==> src/rtl/system_control_coprocessor_regs_assert.svh <==
// assertion helpers for the system control coprocessor block
`ifndef SYSTEM_CONTROL_COPROCESSOR_REGS_ASSERT_SVH
`define SYSTEM_CONTROL_COPROCESSOR_REGS_ASSERT_SVH

// antecedent and consequent in the same cycle
`define SCC_ASSERT_NOW(lbl, ante, cons) \
    lbl: assert property (@(posedge clk) disable iff (!rst_n) (ante) |-> (cons)) \
        else $error("scc assertion failed");

// consequent in the cycle after the antecedent
`define SCC_ASSERT_NEXT(lbl, ante, cons) \
    lbl: assert property (@(posedge clk) disable iff (!rst_n) (ante) |=> (cons)) \
        else $error("scc assertion failed");

`endif

==> src/rtl/scc_pkg.sv <==
package scc_pkg;

    typedef enum logic [3:0] {
        REQ_READ   = 4'd0,
        REQ_WRITE  = 4'd1,
        REQ_COUNT  = 4'd2,
        REQ_INT0   = 4'd3,
        REQ_DMA    = 4'd4,
        REQ_BD     = 4'd5,
        REQ_EIE    = 4'd6,
        REQ_ERL    = 4'd7,
        REQ_EXL    = 4'd8,
        REQ_EXCODE = 4'd9,
        REQ_EPC    = 4'd10
    } scc_req_t;

    localparam logic [4:0] REG_INDEX    = 5'd0;
    localparam logic [4:0] REG_ENTRYLO0 = 5'd2;
    localparam logic [4:0] REG_ENTRYLO1 = 5'd3;
    localparam logic [4:0] REG_PAGEMASK = 5'd5;
    localparam logic [4:0] REG_WIRED    = 5'd6;
    localparam logic [4:0] REG_BADVADDR = 5'd8;
    localparam logic [4:0] REG_COUNT    = 5'd9;
    localparam logic [4:0] REG_ENTRYHI  = 5'd10;
    localparam logic [4:0] REG_COMPARE  = 5'd11;
    localparam logic [4:0] REG_STATUS   = 5'd12;
    localparam logic [4:0] REG_CAUSE    = 5'd13;
    localparam logic [4:0] REG_EPC      = 5'd14;
    localparam logic [4:0] REG_PRID     = 5'd15;
    localparam logic [4:0] REG_CONFIG   = 5'd16;
    localparam logic [4:0] REG_DEBUG    = 5'd23;
    localparam logic [4:0] REG_DEPC     = 5'd24;
    localparam logic [4:0] REG_PERF     = 5'd25;
    localparam logic [4:0] REG_TAGLO    = 5'd28;
    localparam logic [4:0] REG_TAGHI    = 5'd29;
    localparam logic [4:0] REG_ERROREPC = 5'd30;

    localparam logic [7:0]  PRID_IMP   = 8'h2E;
    localparam logic [7:0]  PRID_REV   = 8'h10;
    localparam logic [31:0] PRID_VALUE = {16'h0000, PRID_IMP, PRID_REV};

    localparam int IN_DATA_W  = 112;
    localparam int OUT_DATA_W = 104;

    typedef struct packed {
        logic        int_enable;
        logic        exl_bit;
        logic        erl_bit;
        logic [1:0]  privilege_mode;
        logic        bus_error_mask;
        logic [2:0]  int_mask;
        logic        eie_bit;
        logic        edi_bit;
        logic        cache_hit;
        logic        bev_bit;
        logic        debug_vectors;
        logic [3:0]  cop_usable;
        logic [4:0]  exc_code;
        logic [2:0]  int_pending;
        logic        branch_delay;
        logic [31:0] cycle_count;
        logic [31:0] ret_pc;
        logic [31:0] err_ret_pc;
    } scc_state_t;

    typedef struct packed {
        logic [3:0]  req_type;
        logic [4:0]  reg_index;
        logic [31:0] write_data;
        logic [31:0] count_delta;
        logic        irq_level;
        logic        flag_value;
        logic [4:0]  exception_code;
        logic [31:0] pc_value;
    } scc_item_t;

    typedef struct packed {
        logic [31:0] read_data;
        logic        interrupt_request;
        logic        unhandled_access;
        logic        boot_vectors;
        logic        ei_di_enable;
        logic        error_level;
        logic        exception_level;
        logic [31:0] exception_pc;
        logic [31:0] error_pc;
    } scc_result_t;

    function automatic logic irq_check(input scc_state_t s);
        return s.int_enable & s.eie_bit & ~s.erl_bit & ~s.exl_bit
            & (|(s.int_mask & s.int_pending));
    endfunction

    function automatic logic [31:0] pack_status(input scc_state_t s);
        logic [31:0] d;
        d = '0;
        d[0]     = s.int_enable;
        d[1]     = s.exl_bit;
        d[2]     = s.erl_bit;
        d[4:3]   = s.privilege_mode;
        d[11:10] = s.int_mask[1:0];
        d[12]    = s.bus_error_mask;
        d[15]    = s.int_mask[2];
        d[16]    = s.eie_bit;
        d[17]    = s.edi_bit;
        d[18]    = s.cache_hit;
        d[22]    = s.bev_bit;
        d[23]    = s.debug_vectors;
        d[31:28] = s.cop_usable;
        return d;
    endfunction

    function automatic logic [31:0] pack_cause(input scc_state_t s);
        logic [31:0] d;
        d = '0;
        d[6:2]   = s.exc_code;
        d[11:10] = s.int_pending[1:0];
        d[15]    = s.int_pending[2];
        d[31]    = s.branch_delay;
        return d;
    endfunction

endpackage

==> src/rtl/scc_exec.sv <==
module scc_exec (
    input  scc_pkg::scc_item_t   item,
    input  scc_pkg::scc_state_t  state,
    output scc_pkg::scc_state_t  state_next,
    output scc_pkg::scc_result_t result
);
    import scc_pkg::*;

    scc_req_t    req;
    logic [31:0] rdata;
    logic        irq;
    logic        unh;

    assign req = scc_req_t'(item.req_type);

    always_comb
    begin
        state_next = state;
        rdata      = '0;
        irq        = 1'b0;
        unh        = 1'b0;
        unique case (req)
            REQ_READ:
            begin
                unique case (item.reg_index)
                    REG_BADVADDR, REG_DEBUG, REG_DEPC, REG_PERF, REG_TAGLO, REG_TAGHI:
                        rdata = '0;
                    REG_COUNT:    rdata = state.cycle_count;
                    REG_STATUS:   rdata = pack_status(state);
                    REG_CAUSE:    rdata = pack_cause(state);
                    REG_EPC:      rdata = state.ret_pc;
                    REG_PRID:     rdata = PRID_VALUE;
                    REG_ERROREPC: rdata = state.err_ret_pc;
                    default:      unh = 1'b1;
                endcase
            end
            REQ_WRITE:
            begin
                unique case (item.reg_index)
                    // accepted and dropped, compare interrupt not built
                    REG_INDEX, REG_ENTRYLO0, REG_ENTRYLO1, REG_PAGEMASK, REG_WIRED,
                    REG_ENTRYHI, REG_COMPARE, REG_CONFIG, REG_DEPC, REG_PERF:
                        state_next = state;
                    REG_COUNT: state_next.cycle_count = item.write_data;
                    REG_STATUS:
                    begin
                        state_next.int_enable     = item.write_data[0];
                        state_next.exl_bit        = item.write_data[1];
                        state_next.erl_bit        = item.write_data[2];
                        state_next.privilege_mode = item.write_data[4:3];
                        state_next.int_mask       = {item.write_data[15],
                                                     item.write_data[11:10]};
                        state_next.bus_error_mask = item.write_data[12];
                        state_next.eie_bit        = item.write_data[16];
                        state_next.edi_bit        = item.write_data[17];
                        state_next.cache_hit      = item.write_data[18];
                        state_next.bev_bit        = item.write_data[22];
                        state_next.debug_vectors  = item.write_data[23];
                        state_next.cop_usable     = item.write_data[31:28];
                        irq = irq_check(state_next);
                    end
                    REG_EPC:      state_next.ret_pc     = item.write_data;
                    REG_ERROREPC: state_next.err_ret_pc = item.write_data;
                    default:      unh = 1'b1;
                endcase
            end
            REQ_COUNT: state_next.cycle_count = state.cycle_count + item.count_delta;
            REQ_INT0:
            begin
                state_next.int_pending[0] = item.irq_level;
                irq = irq_check(state_next);
            end
            REQ_DMA:
            begin
                state_next.int_pending[1] = item.irq_level;
                irq = irq_check(state_next);
            end
            REQ_BD: state_next.branch_delay = item.flag_value;
            REQ_EIE:
            begin
                state_next.eie_bit = item.flag_value;
                irq = irq_check(state_next);
            end
            REQ_ERL:
            begin
                state_next.erl_bit = item.flag_value;
                irq = irq_check(state_next);
            end
            REQ_EXL:
            begin
                state_next.exl_bit = item.flag_value;
                irq = irq_check(state_next);
            end
            REQ_EXCODE: state_next.exc_code = item.exception_code;
            REQ_EPC:    state_next.ret_pc   = item.pc_value;
            default:    state_next = state;
        endcase
    end

    assign result.read_data         = rdata;
    assign result.interrupt_request = irq;
    assign result.unhandled_access  = unh;
    assign result.boot_vectors      = state_next.bev_bit;
    assign result.ei_di_enable      = state_next.edi_bit;
    assign result.error_level       = state_next.erl_bit;
    assign result.exception_level   = state_next.exl_bit;
    assign result.exception_pc      = state_next.ret_pc;
    assign result.error_pc          = state_next.err_ret_pc;

endmodule

==> src/rtl/scc_state.sv <==
module scc_state (
    input  logic                clk,
    input  logic                rst_n,
    input  logic                load,
    input  scc_pkg::scc_state_t state_next,
    output scc_pkg::scc_state_t state
);
    import scc_pkg::*;

    scc_state_t state_reg;

    // architected reset values: erl and bev set, everything else zero
    function automatic scc_state_t reset_value();
        scc_state_t s;
        s         = '0;
        s.erl_bit = 1'b1;
        s.bev_bit = 1'b1;
        return s;
    endfunction

    always_ff @(posedge clk or negedge rst_n)
    begin
        if (!rst_n)
        begin
            state_reg <= reset_value();
        end
        else if (load)
        begin
            state_reg <= state_next;
        end
    end

    assign state = state_reg;

endmodule

==> src/rtl/system_control_coprocessor_regs.sv <==
// system control coprocessor register block
// slave channel (s_*): one access per item, the access kind on s_tuser and
// its operands on s_tdata; an access is taken when s_tvalid and s_tready
// are both high
// master channel (m_*): exactly one result item per access, in order,
// carrying the read value, the interrupt and unhandled flags and a copy of
// bev, edi, erl, exl and both return pcs as they stand after the access
// an access is held in an input register, then is executed in a single
// pass and lands in the output register, which drives m_tvalid; while the
// output register is stalled the access waits in the input register
// throughput is one access per cycle while m_tready does not stall output;
// register state updates as the item moves into the output register, so
// back-to-back accesses see each other
// if m_tready is low the result holds and the input register is still free
// to take one more access; s_tready drops once both stages are full
// reset empties both stages and loads the architected reset values
// (erl and bev set, everything else zero)
module system_control_coprocessor_regs (
    input  logic                            clk,
    input  logic                            rst_n,
    input  logic                            s_tvalid,
    output logic                            s_tready,
    // reg_index, write_data, count_delta, irq_level, flag_value,
    // exception_code, pc_value, zero pad
    input  logic [scc_pkg::IN_DATA_W-1:0]   s_tdata,
    // req_type
    input  logic [3:0]                      s_tuser,
    output logic                            m_tvalid,
    input  logic                            m_tready,
    // read_data, interrupt_request, unhandled_access, boot_vectors,
    // ei_di_enable, error_level, exception_level, exception_pc, error_pc,
    // zero pad
    output logic [scc_pkg::OUT_DATA_W-1:0]  m_tdata
);
    import scc_pkg::*;

    logic        in_valid_reg;
    scc_item_t   in_item_reg;
    logic        out_valid_reg;
    scc_result_t out_result_reg;

    scc_item_t   in_item;
    scc_state_t  state;
    scc_state_t  state_next;
    scc_result_t result;
    logic        out_free;
    logic        advance;

    assign out_free = !out_valid_reg || m_tready;
    assign advance  = in_valid_reg && out_free;
    assign s_tready = !in_valid_reg || out_free;

    assign in_item.req_type       = s_tuser;
    assign in_item.reg_index      = s_tdata[4:0];
    assign in_item.write_data     = s_tdata[36:5];
    assign in_item.count_delta    = s_tdata[68:37];
    assign in_item.irq_level      = s_tdata[69];
    assign in_item.flag_value     = s_tdata[70];
    assign in_item.exception_code = s_tdata[75:71];
    assign in_item.pc_value       = s_tdata[107:76];

    always_ff @(posedge clk or negedge rst_n)
    begin
        if (!rst_n)
        begin
            in_valid_reg  <= 1'b0;
            out_valid_reg <= 1'b0;
        end
        else
        begin
            if (s_tready)
            begin
                in_valid_reg <= s_tvalid;
            end
            if (out_free)
            begin
                out_valid_reg <= in_valid_reg;
            end
        end
    end

    always_ff @(posedge clk)
    begin
        if (s_tvalid && s_tready)
        begin
            in_item_reg <= in_item;
        end
        if (advance)
        begin
            out_result_reg <= result;
        end
    end

    scc_exec u_exec (
        .item       (in_item_reg),
        .state      (state),
        .state_next (state_next),
        .result     (result)
    );

    scc_state u_state (
        .clk        (clk),
        .rst_n      (rst_n),
        .load       (advance),
        .state_next (state_next),
        .state      (state)
    );

    assign m_tvalid = out_valid_reg;
    assign m_tdata  = {2'b00,
                       out_result_reg.error_pc,
                       out_result_reg.exception_pc,
                       out_result_reg.exception_level,
                       out_result_reg.error_level,
                       out_result_reg.ei_di_enable,
                       out_result_reg.boot_vectors,
                       out_result_reg.unhandled_access,
                       out_result_reg.interrupt_request,
                       out_result_reg.read_data};

`include "system_control_coprocessor_regs_assert.svh"

    // state only moves when an access is executed
    `SCC_ASSERT_NEXT(a_state_hold, !advance, $stable(state))
    // an unsupported register gives no data and no interrupt
    `SCC_ASSERT_NOW(a_unh_clean, advance && result.unhandled_access,
        result.read_data == 32'd0 && !result.interrupt_request)
    // an interrupt is never raised while erl or exl is set
    `SCC_ASSERT_NOW(a_irq_levels, advance && result.interrupt_request,
        !state_next.erl_bit && !state_next.exl_bit)
    // a result waiting on a stalled receiver keeps the input side open while the input register is empty
    `SCC_ASSERT_NOW(a_skid_open, out_valid_reg && !m_tready && !in_valid_reg, s_tready)

endmodule

==> config.mk <==
export PLATFORM = sky130hd
export DESIGN_NAME = system_control_coprocessor_regs
export DESIGN_NICKNAME = d
export VERILOG_FILES = /design/src/rtl/scc_pkg.sv /design/src/rtl/scc_exec.sv /design/src/rtl/scc_state.sv /design/src/rtl/system_control_coprocessor_regs.sv
export VERILOG_INCLUDE_DIRS = /design/src /design/src/rtl
export SDC_FILE = /design/constraint.sdc
export NUM_CORES = 1
export LEC_CHECK = 0
export ABC_AREA = 0
export BUFFER_PORTS_ARGS = -buffer_cell sky130_fd_sc_hd__buf_4
export CAP_MARGIN = 20
export CORE_ASPECT_RATIO = 0.7
export CORE_MARGIN = 1
export CORE_UTILIZATION = 35
export CTS_CLUSTER_DIAMETER = 80
export DETAILED_ROUTE_END_ITERATION = 16
export SLEW_MARGIN = 25
export SYNTH_ARGS = -nofsm -noshare
export SYNTH_HDL_FRONTEND = slang
export SYNTH_SLANG_ARGS = --single-unit
==> constraint.sdc <==
create_clock -name clk -period 5.7 [get_ports clk]
set_input_delay 0.855 -clock clk [delete_from_list [all_inputs] [get_ports clk]]
set_output_delay 0.855 -clock clk [all_outputs]
set_load 0.01 [all_outputs]
* After elaboration in Yosys (flattened, before gate mapping)
Cells that the tools add are included.
** Operators by class
- Reduce and logical (&&, ||, !) cells :: 23
- $add $sub $neg :: 1
- Equality and inequality tests :: 31
- Multiplexer cells :: 17
- Bitwise gates (word level) :: 27
** Operators with widths (number)
- $pmux W32 S6 :: 1
- $mux W32 :: 4
- $pmux W32 S2 :: 2
- $eq A5 B4 Y1 const B :: 8
- $eq A5 B5 Y1 const B :: 7
- $add A32 B32 Y32 :: 1
- $and A1 B1 Y1 :: 18
- $mux W17 :: 1
- $eq A4 B3 Y1 const B :: 4
- $reduce_or A14 Y1 :: 1
- $and A3 B2 Y3 :: 4
- $eq A4 B4 Y1 const B :: 3
- $reduce_or A12 Y1 :: 1
- $reduce_or A3 Y1 :: 4
- $eq A5 B2 Y1 const B :: 2
- $eq A5 B3 Y1 const B :: 2
- $reduce_and A3 Y1 :: 3
- $eq A4 B2 Y1 const B :: 2
- $mux W8 :: 1
- $pmux W1 S2 :: 4
- $reduce_and A2 Y1 :: 4
- $pmux W1 S6 :: 1
- $logic_not A5 Y1 :: 1
- $not A1 Y1 :: 5
- 8 further kinds :: 15
** Storage, ports and cells
- Flip-flop bits (word level) :: 338
- Output and inout bits :: 106
- Input port bits :: 120
- Logic and storage cells :: 137

* Depth between registers and ports, before layout
- Word-level depth :: 6
- Gate-level depth with buffers :: 12
- Depth with buffers taken out :: 12

* Modules after synthesis
From an unflattened synthesis, not the netlist that was laid out.
** Unflattened totals
- Cell total of the unflattened synthesis :: 1279
- Area total of the unflattened synthesis :: 16595.9 um2
** By module, submodules not included
- system_control_coprocessor_regs :: area each 6548.8 um2, sequential area each 6476.2 um2, instances 1, cells an instance 225
- scc_exec :: area each 5188.7 um2, sequential area each 0.0 um2, instances 1, cells an instance 794
- scc_state :: area each 4858.4 um2, sequential area each 3080.5 um2, instances 1, cells an instance 260

* Worst setup path before layout
Ideal clock, no wire load.
- Path kind :: input-to-reg
- From :: in m_tready
- To :: reg out_result_reg, in the netlist m_tdata[0] (enable)
- Arrival time :: 4.383 ns
- Stages :: 5
- Library setup time :: 0.506 ns
- Path buffers :: 2
- Required time :: 5.194 ns
- Path slack :: 0.811 ns
- Cells stage by stage :: nand2b_1 > nand2_1 > clkinv_1 > clkbuf_1 > clkbuf_1
** Between the ends
- Cells in the longest elaborated chain, start to end :: 2
** RTL lines
- from (decl) :: line system_control_coprocessor_regs.sv:29 : input logic m_tready,
- $logic_or A1 B1 Y1 :: line system_control_coprocessor_regs.sv:49 : assign out_free = !out_valid_reg || m_tready;
- $logic_and A1 B1 Y1 :: line system_control_coprocessor_regs.sv:50 : assign advance = in_valid_reg && out_free;
- named net advance :: line system_control_coprocessor_regs.sv:47 : logic advance;
- to (signal assigned) :: line system_control_coprocessor_regs.sv:90 : out_result_reg <= result;
- to (decl) :: line system_control_coprocessor_regs.sv:40 : scc_result_t out_result_reg;
The timed path passes the listed nets, and every way through them passes these cells.
A chain may end at the register's enable or synchronous reset.

* Worst setup path after layout
- From :: reg in_item_reg[103] in the netlist's numbering
- To :: reg u_state.state_reg, in the netlist u_state.state[94]
** Between the ends
- Cells in the longest elaborated chain, start to end :: 3
** RTL lines
- from (decl) :: line system_control_coprocessor_regs.sv:38 : scc_item_t in_item_reg;
- from (signal assigned) :: line system_control_coprocessor_regs.sv:86 : in_item_reg <= in_item;
- $eq A5 B4 Y1 :: line scc_exec.sv:39 : unique case (item.reg_index)
- $ne A2 B2 Y1 (no source line)
- $reduce_and A3 Y1 (no source line)
- to (signal assigned) :: line scc_state.sv:25 : state_reg <= reset_value();
- to (signal assigned) :: line scc_state.sv:29 : state_reg <= state_next;
- to (decl) :: line scc_state.sv:10 : scc_state_t state_reg;
No other way between the ends.

==> qor.csv <==
stage;metric;value;unit
logic_synthesis;ys_ff_latch;338;
worst_setup_path;arrival;3.93;ns
timing;finalCriticalPeriod;3.49;ns
grt;grt_pass1_vias;10400;
layout;largest_reg_flops;122;
grt;grt.total_usage;20.8;%
power_and_ir_drop;p_leak;7.47;nW
route;viasPerCell;5.40;
logic_synthesis;synthMuxAreaShare;4.62;%
grt;antenna_found_initial;6;
timing;slew_headroom;33.7;%
logic_synthesis;seq_area_frac_synth;63.9;%
logic_synthesis;syn_area_per_cell;12.1;um2
worst_setup_path;slowest_stage;edfxtp_1;
logic_synthesis;synth_area;14900;um2
logic_synthesis;synth_compound_area_share;13.5;%
placement;dp_hpwl;31.1;mm
power_and_ir_drop;intPower;4.99;mW
power_and_ir_drop;power.share.switching;30.0;%
grt;grt_pass1_wl;67.4;mm
floorplanning;die_h;175;um
route;drt_iter0_markers;1026;
power_and_ir_drop;power_density;388;nW/um2
logic_synthesis;synth_edf_count;214;
timing;worstMarginPinSlew;0.993;ns
timing;finalHoldViolations;0;
logic_synthesis;synth_cell_types;71;
worst_setup_path;setup.worst_path.start_class;flop;
clocking;cts_resized;0;
logic_synthesis;synth_xor_area_share;1.53;%
worst_setup_path;critical_path_peak_fanout;42;
clocking;cts_tree;built;
layout;layout.nets;1598;
power_and_ir_drop;clock_power_share;32.9;%
layout;syn_to_final_growth;23.0;%
route;drcViolationCount;0;
timing;maxSlewViolCount;0;
clocking;clk_pin_slew_worst_paths;0.06;ns
clocking;insertion_delay;0.54;ns
placement;gp_congestion;0.858;
clocking;cts_setup_buffers;0;
worst_setup_path;critical_path_class;reg2reg;
layout;final_cell_mix;251 x nand2_1, 237 x buf_4, 214 x edfxtp_1;
power_and_ir_drop;ir_drop;0.201;mV
logic_synthesis;netlist_instances;1235;
worst_setup_path;required;6.14;ns
floorplanning;core;41500;um2
logic_synthesis;synth_ff_type;edfxtp_1;
timing;rsz0062_at_grt;false;
route;wirelength;45.7;mm
layout;drive_above_1_share;25.4;%
route;vias;10900;
logic_synthesis;synth_top_family_by_area;compound AO/OA/AOI/OAI gates;
job;drv_cap;0;
timing;skew;0.0227;ns
floorplanning;initial_utilization;35.9;%
route;antenna_left;0;
clocking;htreeDepth;2;
clocking;numClockSinks;338;
floorplanning;dieArea;43500;um2
floorplanning;row_count;62;
clocking;max-clock-path-buffers;3;
logic_synthesis;synthSimpleGateAreaFrac;11.5;%
route;wl_per_cell;22.6;um
layout;final_core_util;44.2;%
worst_setup_path;crit_chain;nand2b_1 -> nor3b_2 -> buf_4 -> nand2_1 -> nand2_1 -> nand2_2 -> buf_4 -> nor2_1 -> a22oi_1 -> o21ai_1;
clocking;hold_buffers;0;
timing;fmax;286;MHz
logic_synthesis;async_flop_share;36.7;%
logic_synthesis;synthAdderAreaFrac;2.73;%
power_and_ir_drop;power.switching;2.14;mW
floorplanning;io_pins;226;
power_and_ir_drop;power_frac_comb;20.5;%
route;dr.pass1.iters;7;
clocking;cts_inserted_buffers;36;
worst_setup_path;critPathMaxStageDelay;0.90;ns
layout;layout_commonest_cell;nand2_1;
clocking;root_buffer;clkbuf_16;
power_and_ir_drop;power.total;7.12;mW
placement;io_buffers;219;
hold_path;hold_path_class;in2async;
grt;grt_overflow;0;
grt;grt_max_degree;76;
logic_synthesis;ys_warn_count;0;
worst_setup_path;endpoint_kind;flop;
status;status;complete, no violations;
timing;setup_tns;0;ns
floorplanning;die-width;249;um
timing;setup_violations;0;
timing;finalCritPeriodShare;61.2;%
power_and_ir_drop;p_seq_share;46.6;%
-- kinds of logic (layout without fill, tap and decap cells) --
| logic type | count (synthesis) | after routing |
|---|---|---|
| compound gates | 285 | 285 |
| mux | 62 | 62 |
| fa+ha+maj | 32 | 32 |
| simple gates | 410 | 410 |
| xor+xnor | 26 | 26 |
| flops | 338 | 338 |
| buf+inv | 81 | 319 |
| other cells | 1 | 4 |
-- layer usage --
metal,GRT usage (%),up-vias,wire length [um]
li1,-,5023,-
met1,32.9,5348,22400
met2,28.4,486,18600
met3,5.04,52,4040
met4,4.11,4,582
met5,0,-,18
-- power by group through the flow --
stage	registers [mW]	logic (mW)	clock network [mW]
2_1_floorplan	3.26	0.991	0
3_3_place_gp	3.35	1.43	0
3_5_place_dp	3.35	1.46	0
4_1_cts	3.31	1.46	2.40
5_1_grt	3.35	1.62	2.49
6_report	3.32	1.46	2.35
-- stage by stage --
step / worst slack (ns) / instances / hold slack [ns] / instance area (um2)
final: 2.21 / 2020 / 0.372 / 18400
after global routing: 1.96 / 2018 / 0.439 / 18300
after CTS: 2.25 / 2018 / 0.418 / 18300
after detailed placement: 2.29 / 1952 / 0.474 / 17200
after global placement: 2.33 / 1951 / 0.466 / 17200
after floorplan: 0.811 / 1236 / 0.449 / 14900
-- cell usage after synthesis, types with 9 or more instances --
cell | count | share of area [%]
a21o_1 | 9 | 0.45
a21oi_1 | 63 | 2.1
a222oi_1 | 28 | 1.9
a22oi_1 | 45 | 2.3
a31oi_1 | 40 | 1.7
clkbuf_1 | 53 | 1.3
dfrtp_1 | 122 | 20
edfxtp_1 | 214 | 43
ha_1 | 31 | 2.6
inv_1 | 12 | 0.30
mux2_2 | 48 | 3.6
nand2_1 | 252 | 6.3
nand3_1 | 10 | 0.34
nor2_1 | 89 | 2.2
nor3_1 | 11 | 0.37
o21ai_0 | 41 | 1.4
xnor2_1 | 15 | 0.88
xor2_1 | 11 | 0.65
-- worst paths after layout --
path                                   from                  to  slack [ns]  cells after the start
min in group clk            in_item_reg[35]  u_state.state[103]        0.48                      1
setup reg to reg           in_item_reg[103]   u_state.state[94]        2.21                     10
max in group asynchronous             rst_n   u_state.state[51]        4.07                      2
hold / removal                        rst_n        in_valid_reg        0.37                      1
setup / recovery           in_item_reg[103]   u_state.state[94]        2.21                     10
hold reg to reg             in_item_reg[35]  u_state.state[103]        0.48                      1
-- area by class of cell --
class / count / area, um2
clock inverter: 16 / 145
antenna: 2 / 5.00
tap: 544 / 681
clock buffer: 50 / 1020
inverter: 14 / 57.6
timing repair buffer: 239 / 1820
multi-input combinational: 817 / 5100
sequential: 338 / 9530
fill: 3855 / 23200
-- worst max-delay path, delay by kind of cell, from the launching register on --
family	cells	cell delay [ns]
and+or+nand+nor	6	1.39
DFF	1	0.90
buffers and inverters	2	0.87
AOI/OAI and AO/OA	2	0.23
No activity file was read; power rests on OpenSTA's default activity.
